===== src/hdl/frc_pkg.sv =====
// ----------------------------------------------------------------------------
// frc_pkg
// widths, defaults and shared types of the fibonacci result cache
// ----------------------------------------------------------------------------
package frc_pkg;

    localparam int ENTRIES_DEF    = 20;
    localparam int MAX_INDEX_DEF  = 63;
    localparam int COUNT_BITS_DEF = 16;

    localparam int INDEX_W    = 6;
    localparam int VALUE_W    = 64;
    localparam int SLOT_OUT_W = 5;

    typedef enum logic [1:0] {
        ST_IDLE,
        ST_SCAN,
        ST_DECIDE,
        ST_FIB
    } t_state;

    // table write control: fill writes a whole entry, otherwise only the count
    typedef struct packed {
        logic en;
        logic fill;
    } t_tbl_wr;

endpackage


===== src/hdl/frc_if.sv =====
// ----------------------------------------------------------------------------
// frc channel interfaces
// request and result channels with valid/ready handshake
// ----------------------------------------------------------------------------
interface frc_req_if;
    logic                        valid;
    logic                        ready;
    logic [frc_pkg::INDEX_W-1:0] request_index;

    modport source (output valid, output request_index, input ready);
    modport sink   (input valid, input request_index, output ready);
endinterface

interface frc_res_if;
    logic                           valid;
    logic                           ready;
    logic [frc_pkg::VALUE_W-1:0]    fib_result;
    logic                           was_hit;
    logic [frc_pkg::SLOT_OUT_W-1:0] slot_used;

    modport source (output valid, output fib_result, output was_hit, output slot_used,
                    input ready);
    modport sink   (input valid, input fib_result, input was_hit, input slot_used,
                    output ready);
endinterface


===== src/hdl/frc_table.sv =====
// ----------------------------------------------------------------------------
// frc_table
// entry storage: key, value and use count memories plus valid flags
// ----------------------------------------------------------------------------
module frc_table #(
    parameter int ENTRIES    = frc_pkg::ENTRIES_DEF,
    parameter int COUNT_BITS = frc_pkg::COUNT_BITS_DEF
) (
    input  logic                             i_clk,
    input  logic                             i_rst_n,
    input  logic [$clog2(ENTRIES)-1:0]       i_rd_addr,
    output logic                             o_rd_valid,
    output logic [frc_pkg::INDEX_W-1:0]      o_rd_key,
    output logic [frc_pkg::VALUE_W-1:0]      o_rd_value,
    output logic [COUNT_BITS-1:0]            o_rd_count,
    input  frc_pkg::t_tbl_wr                 i_wr,
    input  logic [$clog2(ENTRIES)-1:0]       i_wr_addr,
    input  logic [frc_pkg::INDEX_W-1:0]      i_wr_key,
    input  logic [frc_pkg::VALUE_W-1:0]      i_wr_value,
    input  logic [COUNT_BITS-1:0]            i_wr_count
);

    logic [frc_pkg::INDEX_W-1:0] r_key_mem   [ENTRIES];
    logic [frc_pkg::VALUE_W-1:0] r_value_mem [ENTRIES];
    logic [COUNT_BITS-1:0]       r_count_mem [ENTRIES];
    logic [ENTRIES-1:0]          r_valid;

    always_ff @(posedge i_clk) begin
        if (!i_rst_n) begin
            r_valid <= '0;
        end else if (i_wr.en && i_wr.fill) begin
            r_valid[i_wr_addr] <= 1'b1;
        end
    end

    always_ff @(posedge i_clk) begin
        if (i_wr.en) begin
            r_count_mem[i_wr_addr] <= i_wr_count;
            if (i_wr.fill) begin
                r_key_mem[i_wr_addr]   <= i_wr_key;
                r_value_mem[i_wr_addr] <= i_wr_value;
            end
        end
    end

    // registered read port
    always_ff @(posedge i_clk) begin
        o_rd_valid <= r_valid[i_rd_addr];
        o_rd_key   <= r_key_mem[i_rd_addr];
        o_rd_value <= r_value_mem[i_rd_addr];
        o_rd_count <= r_count_mem[i_rd_addr];
    end

endmodule


===== src/hdl/frc_fib.sv =====
// ----------------------------------------------------------------------------
// frc_fib
// iterative fibonacci unit: one 64-bit addition per cycle
// ----------------------------------------------------------------------------
module frc_fib (
    input  logic                        i_clk,
    input  logic                        i_rst_n,
    input  logic                        i_start,
    input  logic [frc_pkg::INDEX_W-1:0] i_n,
    output logic                        o_done,
    output logic [frc_pkg::VALUE_W-1:0] o_value
);

    logic [frc_pkg::VALUE_W-1:0] r_a;
    logic [frc_pkg::VALUE_W-1:0] r_b;
    logic [frc_pkg::INDEX_W-1:0] r_k;
    logic                        r_busy;
    logic                        r_done;

    always_ff @(posedge i_clk) begin
        if (!i_rst_n) begin
            r_busy <= 1'b0;
            r_done <= 1'b0;
        end else if (i_start) begin
            r_busy <= 1'b1;
            r_done <= 1'b0;
        end else if (r_busy && r_k == '0) begin
            r_busy <= 1'b0;
            r_done <= 1'b1;
        end
    end

    always_ff @(posedge i_clk) begin
        if (i_start) begin
            r_a <= '0;
            r_b <= frc_pkg::VALUE_W'(1);
            r_k <= i_n;
        end else if (r_busy && r_k != '0) begin
            // a and b stay exact for every 6-bit index
            r_a <= r_b;
            r_b <= r_a + r_b;
            r_k <= r_k - 1'b1;
        end
    end

    assign o_done  = r_done;
    assign o_value = r_a;

endmodule


===== src/hdl/frc_ctrl.sv =====
// ----------------------------------------------------------------------------
// frc_ctrl
// sequencer: table scan with one key and count compare per cycle,
// replacement choice, count update and miss fill
// ----------------------------------------------------------------------------
module frc_ctrl #(
    parameter int ENTRIES    = frc_pkg::ENTRIES_DEF,
    parameter int MAX_INDEX  = frc_pkg::MAX_INDEX_DEF,
    parameter int COUNT_BITS = frc_pkg::COUNT_BITS_DEF
) (
    input  logic                             i_clk,
    input  logic                             i_rst_n,
    input  logic                             i_req_valid,
    output logic                             o_req_ready,
    input  logic [frc_pkg::INDEX_W-1:0]      i_req_index,
    input  logic                             i_out_free,
    output logic                             o_res_load,
    output logic [frc_pkg::VALUE_W-1:0]      o_res_value,
    output logic                             o_res_hit,
    output logic [$clog2(ENTRIES)-1:0]       o_res_slot,
    output logic [$clog2(ENTRIES)-1:0]       o_rd_addr,
    input  logic                             i_rd_valid,
    input  logic [frc_pkg::INDEX_W-1:0]      i_rd_key,
    input  logic [frc_pkg::VALUE_W-1:0]      i_rd_value,
    input  logic [COUNT_BITS-1:0]            i_rd_count,
    output frc_pkg::t_tbl_wr                 o_wr,
    output logic [$clog2(ENTRIES)-1:0]       o_wr_addr,
    output logic [frc_pkg::INDEX_W-1:0]      o_wr_key,
    output logic [frc_pkg::VALUE_W-1:0]      o_wr_value,
    output logic [COUNT_BITS-1:0]            o_wr_count,
    output logic                             o_fib_start,
    output logic [frc_pkg::INDEX_W-1:0]      o_fib_n,
    input  logic                             i_fib_done,
    input  logic [frc_pkg::VALUE_W-1:0]      i_fib_sum
);

    localparam int SLOT_W = $clog2(ENTRIES);
    localparam int PTR_W  = $clog2(ENTRIES + 1);
    localparam logic [PTR_W-1:0]  PTR_END   = PTR_W'(ENTRIES);
    localparam logic [SLOT_W-1:0] SLOT_LAST = SLOT_W'(ENTRIES - 1);

    frc_pkg::t_state r_state;
    frc_pkg::t_state n_state;

    logic [frc_pkg::INDEX_W-1:0] r_n;
    logic [PTR_W-1:0]            r_ptr;
    logic                        r_cmp_vld;
    logic [SLOT_W-1:0]           r_cmp_slot;
    logic                        r_hit;
    logic [SLOT_W-1:0]           r_hit_slot;
    logic [frc_pkg::VALUE_W-1:0] r_hit_value;
    logic [COUNT_BITS-1:0]       r_hit_count;
    logic                        r_empty;
    logic [SLOT_W-1:0]           r_empty_slot;
    logic                        r_best_set;
    logic [COUNT_BITS-1:0]       r_best_count;
    logic [SLOT_W-1:0]           r_best_slot;
    logic [SLOT_W-1:0]           r_pick;

    logic                        req_xfer;
    logic                        ptr_live;
    logic [frc_pkg::INDEX_W-1:0] req_n;
    logic [COUNT_BITS-1:0]       hit_count_inc;

    assign req_xfer = (r_state == frc_pkg::ST_IDLE) && i_req_valid;
    assign ptr_live = (r_ptr < PTR_END);
    assign req_n    = (int'(i_req_index) > MAX_INDEX) ? frc_pkg::INDEX_W'(MAX_INDEX)
                                                      : i_req_index;
    // saturating hit count
    assign hit_count_inc = (&r_hit_count) ? r_hit_count : r_hit_count + 1'b1;
    assign o_fib_n       = r_n;

    always_ff @(posedge i_clk) begin
        if (!i_rst_n) begin
            r_state <= frc_pkg::ST_IDLE;
        end else begin
            r_state <= n_state;
        end
    end

    always_comb begin
        n_state     = r_state;
        o_req_ready = 1'b0;
        o_rd_addr   = '0;
        o_wr        = '0;
        o_wr_addr   = r_pick;
        o_wr_key    = r_n;
        o_wr_value  = i_fib_sum;
        o_wr_count  = '0;
        o_fib_start = 1'b0;
        o_res_load  = 1'b0;
        o_res_value = i_fib_sum;
        o_res_hit   = 1'b0;
        o_res_slot  = r_pick;
        case (r_state)
            frc_pkg::ST_IDLE: begin
                o_req_ready = 1'b1;
                if (i_req_valid) begin
                    n_state = frc_pkg::ST_SCAN;
                end
            end
            frc_pkg::ST_SCAN: begin
                if (ptr_live) begin
                    o_rd_addr = r_ptr[SLOT_W-1:0];
                end
                if (r_cmp_vld && r_cmp_slot == SLOT_LAST) begin
                    n_state = frc_pkg::ST_DECIDE;
                end
            end
            frc_pkg::ST_DECIDE: begin
                if (r_hit) begin
                    o_wr_addr  = r_hit_slot;
                    o_wr_count = hit_count_inc;
                    o_res_value = r_hit_value;
                    o_res_hit   = 1'b1;
                    o_res_slot  = r_hit_slot;
                    if (i_out_free) begin
                        o_wr.en    = 1'b1;
                        o_res_load = 1'b1;
                        n_state    = frc_pkg::ST_IDLE;
                    end
                end else begin
                    o_fib_start = 1'b1;
                    n_state     = frc_pkg::ST_FIB;
                end
            end
            frc_pkg::ST_FIB: begin
                if (i_fib_done && i_out_free) begin
                    o_wr.en    = 1'b1;
                    o_wr.fill  = 1'b1;
                    o_res_load = 1'b1;
                    n_state    = frc_pkg::ST_IDLE;
                end
            end
            default: begin
                n_state = frc_pkg::ST_IDLE;
            end
        endcase
    end

    // scan bookkeeping; read data of a slot arrives in the cycle after its address
    always_ff @(posedge i_clk) begin
        if (req_xfer) begin
            r_n        <= req_n;
            r_ptr      <= '0;
            r_cmp_vld  <= 1'b0;
            r_hit      <= 1'b0;
            r_empty    <= 1'b0;
            r_best_set <= 1'b0;
        end else if (r_state == frc_pkg::ST_SCAN) begin
            if (ptr_live) begin
                r_ptr <= r_ptr + 1'b1;
            end
            r_cmp_vld  <= ptr_live;
            r_cmp_slot <= r_ptr[SLOT_W-1:0];
            if (r_cmp_vld) begin
                if (i_rd_valid && i_rd_key == r_n && !r_hit) begin
                    r_hit       <= 1'b1;
                    r_hit_slot  <= r_cmp_slot;
                    r_hit_value <= i_rd_value;
                    r_hit_count <= i_rd_count;
                end
                if (!i_rd_valid && !r_empty) begin
                    r_empty      <= 1'b1;
                    r_empty_slot <= r_cmp_slot;
                end
                // strict less keeps the lowest slot among equal counts
                if (i_rd_valid && (!r_best_set || i_rd_count < r_best_count)) begin
                    r_best_set   <= 1'b1;
                    r_best_count <= i_rd_count;
                    r_best_slot  <= r_cmp_slot;
                end
            end
        end else if (r_state == frc_pkg::ST_DECIDE) begin
            r_pick <= r_empty ? r_empty_slot : r_best_slot;
        end
    end

endmodule


===== src/hdl/fibonacci_result_cache_unit.sv =====
// ----------------------------------------------------------------------------
// fibonacci_result_cache_unit
// Returns Fibonacci(n) for a 6-bit request index, with a hit flag and the
// table slot used. A request is taken only while the unit is idle. Each
// request first scans the fully associative table one slot per cycle through
// its registered read port. A hit then updates the saturating use count and
// delivers the result into the output register. A miss runs the single
// 64-bit adder once per index step and fills the first empty slot, or else
// the lowest slot with the smallest count. The next request is taken in the
// cycle after a result is loaded, even while that result still waits on the
// output side. Requests above MAX_INDEX are served as MAX_INDEX.
// ----------------------------------------------------------------------------
module fibonacci_result_cache_unit #(
    parameter int ENTRIES    = frc_pkg::ENTRIES_DEF,
    parameter int MAX_INDEX  = frc_pkg::MAX_INDEX_DEF,
    parameter int COUNT_BITS = frc_pkg::COUNT_BITS_DEF
) (
    input  logic       i_clk,
    input  logic       i_rst_n,
    frc_req_if.sink    i_req,
    frc_res_if.source  o_res
);

    localparam int SLOT_W = $clog2(ENTRIES);

    logic                           r_res_valid;
    logic [frc_pkg::VALUE_W-1:0]    r_res_value;
    logic                           r_res_hit;
    logic [frc_pkg::SLOT_OUT_W-1:0] r_res_slot;

    logic                        out_free;
    logic                        res_load;
    logic [frc_pkg::VALUE_W-1:0] res_value;
    logic                        res_hit;
    logic [SLOT_W-1:0]           res_slot;

    logic [SLOT_W-1:0]           rd_addr;
    logic                        rd_valid;
    logic [frc_pkg::INDEX_W-1:0] rd_key;
    logic [frc_pkg::VALUE_W-1:0] rd_value;
    logic [COUNT_BITS-1:0]       rd_count;
    frc_pkg::t_tbl_wr            tbl_wr;
    logic [SLOT_W-1:0]           wr_addr;
    logic [frc_pkg::INDEX_W-1:0] wr_key;
    logic [frc_pkg::VALUE_W-1:0] wr_value;
    logic [COUNT_BITS-1:0]       wr_count;

    logic                        fib_start;
    logic [frc_pkg::INDEX_W-1:0] fib_n;
    logic                        fib_done;
    logic [frc_pkg::VALUE_W-1:0] fib_sum;

    assign out_free = !r_res_valid || o_res.ready;

    frc_ctrl #(
        .ENTRIES    (ENTRIES),
        .MAX_INDEX  (MAX_INDEX),
        .COUNT_BITS (COUNT_BITS)
    ) u_ctrl (
        .i_clk       (i_clk),
        .i_rst_n     (i_rst_n),
        .i_req_valid (i_req.valid),
        .o_req_ready (i_req.ready),
        .i_req_index (i_req.request_index),
        .i_out_free  (out_free),
        .o_res_load  (res_load),
        .o_res_value (res_value),
        .o_res_hit   (res_hit),
        .o_res_slot  (res_slot),
        .o_rd_addr   (rd_addr),
        .i_rd_valid  (rd_valid),
        .i_rd_key    (rd_key),
        .i_rd_value  (rd_value),
        .i_rd_count  (rd_count),
        .o_wr        (tbl_wr),
        .o_wr_addr   (wr_addr),
        .o_wr_key    (wr_key),
        .o_wr_value  (wr_value),
        .o_wr_count  (wr_count),
        .o_fib_start (fib_start),
        .o_fib_n     (fib_n),
        .i_fib_done  (fib_done),
        .i_fib_sum   (fib_sum)
    );

    frc_table #(
        .ENTRIES    (ENTRIES),
        .COUNT_BITS (COUNT_BITS)
    ) u_table (
        .i_clk      (i_clk),
        .i_rst_n    (i_rst_n),
        .i_rd_addr  (rd_addr),
        .o_rd_valid (rd_valid),
        .o_rd_key   (rd_key),
        .o_rd_value (rd_value),
        .o_rd_count (rd_count),
        .i_wr       (tbl_wr),
        .i_wr_addr  (wr_addr),
        .i_wr_key   (wr_key),
        .i_wr_value (wr_value),
        .i_wr_count (wr_count)
    );

    frc_fib u_fib (
        .i_clk   (i_clk),
        .i_rst_n (i_rst_n),
        .i_start (fib_start),
        .i_n     (fib_n),
        .o_done  (fib_done),
        .o_value (fib_sum)
    );

    // output register, holds a result until its transfer
    always_ff @(posedge i_clk) begin
        if (!i_rst_n) begin
            r_res_valid <= 1'b0;
        end else if (res_load) begin
            r_res_valid <= 1'b1;
        end else if (o_res.ready) begin
            r_res_valid <= 1'b0;
        end
    end

    always_ff @(posedge i_clk) begin
        if (res_load) begin
            r_res_value <= res_value;
            r_res_hit   <= res_hit;
            r_res_slot  <= frc_pkg::SLOT_OUT_W'(res_slot);
        end
    end

    assign o_res.valid      = r_res_valid;
    assign o_res.fib_result = r_res_value;
    assign o_res.was_hit    = r_res_hit;
    assign o_res.slot_used  = r_res_slot;

endmodule


===== src/flat_wrapper.sv =====
// flat-port wrapper written by rule: the top's interface ports become plain ports
module fibonacci_result_cache_unit_flat 
#(
    parameter int ENTRIES    = frc_pkg::ENTRIES_DEF,
    parameter int MAX_INDEX  = frc_pkg::MAX_INDEX_DEF,
    parameter int COUNT_BITS = frc_pkg::COUNT_BITS_DEF
)
  (i_clk, i_rst_n, i_req_valid, i_req_request_index, i_req_ready, o_res_valid, o_res_fib_result, o_res_was_hit, o_res_slot_used, o_res_ready);
  frc_req_if i_req_i ();
  frc_res_if o_res_i ();
  input  logic i_clk;
  input  logic i_rst_n;
  input wire logic [$bits(i_req_i.valid)-1:0] i_req_valid;
  input wire logic [$bits(i_req_i.request_index)-1:0] i_req_request_index;
  output wire logic [$bits(i_req_i.ready)-1:0] i_req_ready;
  output wire logic [$bits(o_res_i.valid)-1:0] o_res_valid;
  output wire logic [$bits(o_res_i.fib_result)-1:0] o_res_fib_result;
  output wire logic [$bits(o_res_i.was_hit)-1:0] o_res_was_hit;
  output wire logic [$bits(o_res_i.slot_used)-1:0] o_res_slot_used;
  input wire logic [$bits(o_res_i.ready)-1:0] o_res_ready;
  assign i_req_i.valid = i_req_valid;
  assign i_req_i.request_index = i_req_request_index;
  assign i_req_ready = i_req_i.ready;
  assign o_res_valid = o_res_i.valid;
  assign o_res_fib_result = o_res_i.fib_result;
  assign o_res_was_hit = o_res_i.was_hit;
  assign o_res_slot_used = o_res_i.slot_used;
  assign o_res_i.ready = o_res_ready;
  fibonacci_result_cache_unit #(.ENTRIES(ENTRIES), .MAX_INDEX(MAX_INDEX), .COUNT_BITS(COUNT_BITS)) u_core (.i_clk(i_clk), .i_rst_n(i_rst_n), .i_req(i_req_i), .o_res(o_res_i));
endmodule

===== config.mk =====
export PLATFORM = sky130hd
export DESIGN_NAME = fibonacci_result_cache_unit_flat
export DESIGN_NICKNAME = d
export VERILOG_FILES = /design/src/hdl/frc_pkg.sv /design/src/hdl/frc_if.sv /design/src/hdl/frc_table.sv /design/src/hdl/frc_fib.sv /design/src/hdl/frc_ctrl.sv /design/src/hdl/fibonacci_result_cache_unit.sv /design/src/flat_wrapper.sv
export SDC_FILE = /design/constraint.sdc
export NUM_CORES = 2
export LEC_CHECK = 0
export ABC_AREA = 1
export BUFFER_PORTS_ARGS = -buffer_cell sky130_fd_sc_hd__buf_2
export CAP_MARGIN = 40
export CORE_MARGIN = 3
export CORE_UTILIZATION = 60
export DETAILED_ROUTE_END_ITERATION = 7
export GPL_TIMING_DRIVEN = 0
export PLACE_DENSITY = 0.76
export SETUP_SLACK_MARGIN = 0.15
export SLEW_MARGIN = 10
export SYNTH_ARGS = -nofsm -noshare
export SYNTH_HDL_FRONTEND = slang
export SYNTH_SLANG_ARGS = --single-unit

===== constraint.sdc =====
create_clock -name i_clk -period 6 [get_ports i_clk]
set_clock_uncertainty 0.1 [all_clocks]
set_input_delay 1.5 -clock i_clk [delete_from_list [all_inputs] [get_ports i_clk]]
set_output_delay 1.5 -clock i_clk [all_outputs]
set_load 0.05 [all_outputs]

==> metrics.md <==
| Metric | Value |
|---|---|
| Cells after DPL | 10400 |
| Final Cell Area | 103000 sq um |
| Slowest stage delay, CP | 0.79 ns |
| Final Slew Violations | 0 |
| P&R area growth vs syn | 12.8% |
| Largest cells by area after synthesis | edfxtp_1 63%, nand2_1 7.7%, o211ai_1 5.7% |
| Critical path fanouts, max | 10 |
| CP top delay family | buffers and inverters |
| Setup-failing EPs final | 0 |
| Cell row count | 142 |
| Synth cell types | 41 |
| Fraction of layout cells with a size suffix above 1 | 10.6% |
| Seq/Total Area, Yosys | 68.4% |
| DP Worst Slack | 1.88 ns |
| Top cell type's share of synthesized area | 63.0% |
| CTS resizes | 0 |
| Async SR Flop Fraction | 0% |
| Peak VDD IR | 0.339 mV |
| Final hold viol count | 0 |
| First-pass GRT wire length | 384 mm |
| Syn_nets | 8298 |
| Ys Warns | 0 |
| Post-DP HPWL | 182 mm |
| Max-Cap Viols | 0 |
| End-of-flow core utilization | 68.6% |
| Slew HR | 30.2% |
| Req. time, crit path | 6.67 ns |
| Startpoint Class | flop |
| Post-layout min period | 3.82 ns |
| Pint | 29.4 mW |
| Die area | 158000 sq um |
| RSZ-0062 raised after global routing | no |
| Clock network fraction of total power | 28.5% |
| Total vias in the final route | 64400 |
| Status | complete, no violations |
| EDFF count, synth | 1923 |
| Sw Pwr | 15.1 mW |
| Initial antenna violation count | 15 |
| Core area | 151000 sq um |
| Max stage delay cell, worst path | buf_2 |
| Initial Util | 60.8% |
| Setup Buffers After CTS | 0 |
| Largest net degree at the start of global routing | 57 |
| Dpl cell area | 96800 sq um |
| CTS tree | yes |
| Port buffer count | 81 |
| Fmax achieved | 262 MHz |
| Reg power frac | 44.0% |
| Synth Instances | 8205 |
| Die height | 397 microns |
| Iter 0 DRT Violations | 8426 |
| Vias in the first global route | 62300 |
| P per Cell Area | 430 nW/um^2 |
| Final ANT Viol Nets | 0 |
| Final period util | 63.7% |
| Net Sw Frac | 34.0% |
| Clock root cell | clkbuf_16 |
| Vias per std cell | 5.95 |
| Total CTS buffers | 205 |
| Sink Count | 2172 |
| CP arrival | 4.49 ns |
| Hold Buf Count CTS | 0 |
| I/O Pins | 82 |
| Die width | 397 microns |
| Cell Chain, Critical Path | clkbuf_2 -> inv_1 -> nor2_8 -> inv_2 -> buf_2 -> clkbuf_1 -> o21ai_0 -> o22ai_1 -> nand2_1 -> nand2_1 |
| Leak pwr | 39.6 nW |
| Fin Setup TNS | 0 ns |
| Final global-route overflow total | 0 |
| Logic pwr share | 27.5% |
| Final Wtd Congestion | 0.981 |
| Gr usage total | 33.0% |
| DRC viols | 0 |
| Multi-input logic area | 22700 sq um |
| Fillers | 10400 |
| CP Capture Type | flop |
| Crit path buffers/inverters | 5 |
| Register area | 62700 sq um |
| Final Instance Count excl. Fillers | 10800 |
| Nets@finish | 8703 |
| FF+latch count, synth | 2172 |
| Avg Cell Area, Syn | 11.2 sq um |
| Min-delay worst type | flop to flop |
| Most used cell, CP | nand2_1 |
| Skew-Pair Late Insertion Delay | 0.83 ns |
| Clock-pin slew on the worst setup and hold paths | 0.06 ns |
| Drt pass-1 iters | 6 |
| Routed WL | 263 mm |
| Htree depth | 4 |
| Synth area leader | edfxtp_1 |
| Wire length per cell | 24.3 microns |
| Post-synthesis cell area | 91700 sq um |
| Actual slew at the worst max-slew pin | 1.05 ns |
| Commonest register cell after synthesis | edfxtp_1 |
| Worst Path Class, Setup | flop to flop |
| CTS max path bufs | 3 |
| Setup WS post-layout | 2.18 ns |
-- sequential cells by signal, summed over array words and instances (netlist names), 6 cells and up --
| signal | flops |
|---|---|
| u_core.o_res.fib_result | 64 |
| u_core.u_ctrl.o_fib_n | 6 |
| u_core.u_ctrl.r_best_count | 16 |
| u_core.u_ctrl.r_hit_count | 16 |
| u_core.u_ctrl.r_hit_value | 64 |
| u_core.u_fib.o_value | 64 |
| u_core.u_fib.r_b | 64 |
| u_core.u_fib.r_k | 6 |
| u_core.u_table.o_rd_count | 16 |
| u_core.u_table.o_rd_key | 6 |
| u_core.u_table.o_rd_value | 64 |
| u_core.u_table.r_count_mem | 320 |
| u_core.u_table.r_key_mem | 120 |
| u_core.u_table.r_valid | 20 |
| u_core.u_table.r_value_mem | 1280 |
-- power by group through the flow --
| stage | combinational, mW | sequential (mW) | clock, mW |
|---|---|---|---|
| finish | 12.2 | 19.6 | 12.7 |
| global route | 13.3 | 19.7 | 13.3 |
| CTS | 11.8 | 19.6 | 12.7 |
| detailed placement | 11.7 | 19.9 | 0 |
| global placement | 10.0 | 20.7 | 0 |
| floorplan | 6.99 | 19.7 | 0 |
-- worst register-to-register path: stages (launching register included) --
cell	delay (ns)
dfxtp_1	0.33
clkbuf_2	0.28
inv_1	0.33
nor2_8	0.08
inv_2	0.52
buf_2	0.80
clkbuf_1	0.73
o21ai_0	0.21
o22ai_1	0.24
nand2_1	0.08
nand2_1	0.09
-- layout make-up --
type                       count  share of cell area (%)
multi-input combinational   4446                    21.9
clock inverter               108                   0.795
timing repair buffer         198                    2.34
tap                         2016                    2.44
clock buffer                 278                    5.55
sequential                  2172                    60.6
antenna                       13                  0.0314
buffer                       427                    2.01
inverter                    1160                    4.27
-- cell families (layout without fill, tap and decap cells) --
family / count (synthesis) / count (layout) / synth area share [%]
compound gates: 1309 / 1309 / 9.24
fa+ha+maj: 83 / 83 / 1.14
buf+inv: 1587 / 2171 / 7.01
simple gates: 3016 / 3016 / 13.9
xor+xnor: 38 / 38 / 0.363
flops: 2172 / 2172 / 68.4
other cells: 0 / 13 / 0
-- metal layers --
| layer | track usage [%] | wire length [microns] |
|---|---|---|
| met5 | 0 | 71 |
| met2 | 53.0 | 123000 |
| met4 | 17.3 | 14800 |
| met3 | 6.74 | 27500 |
| met1 | 42.6 | 97600 |
-- synth_stat cells (46+ instances only) --
master,n
nor2_1,271
or2_2,177
edfxtp_1,1923
dfxtp_1,249
inv_1,1140
ha_1,82
nand3_1,616
clkbuf_1,209
buf_4,79
a21oi_1,192
o211ai_1,699
o21ai_0,302
buf_2,105
o22ai_1,88
nor3_1,46
nand2_1,1878
-- layout by cell type, fill, tap and decap left out, drive strengths merged --
master / instances
a211oi: 4
a21oi: 192
a31oi: 3
a41oi: 1
buf: 416
bufinv: 10
clkbuf: 487
clkinv: 87
clkinvlp: 8
dfxtp: 249
diode: 13
edfxtp: 1923
fa: 1
ha: 82
inv: 1163
nand2: 1881
nand3: 616
nand3b: 5
nand4: 11
nor2: 275
nor3: 46
nor3b: 2
nor4: 3
o211ai: 699
o21a: 9
o21ai: 308
o21bai: 3
o22ai: 88
o31ai: 2
or2: 177
xnor2: 9
xor2: 29
-- per-stage QoR --
stage	total power [mW]	hold WS [ns]
2_1_floorplan	26.7	0.286
3_5_place_dp	31.7	0.289
3_3_place_gp	30.7	0.286
5_1_grt	46.3	0.301
4_1_cts	44.2	0.297
6_report	44.5	0.298
-- final timing paths --
check / from / to / slack (ns) / cells after the start
setup reg to reg: u_core.u_ctrl.r_ptr[0] / u_core.u_table.o_rd_value[52] / 2.18 / 10
hold / removal: u_core.u_table.o_rd_value[36] / u_core.u_ctrl.r_hit_value[36] / 0.30 / 0
setup / recovery: u_core.u_ctrl.r_ptr[0] / u_core.u_table.o_rd_value[52] / 2.18 / 10
hold reg to reg: u_core.u_table.o_rd_value[36] / u_core.u_ctrl.r_hit_value[36] / 0.30 / 0
Power figures use the tool's default switching activity.
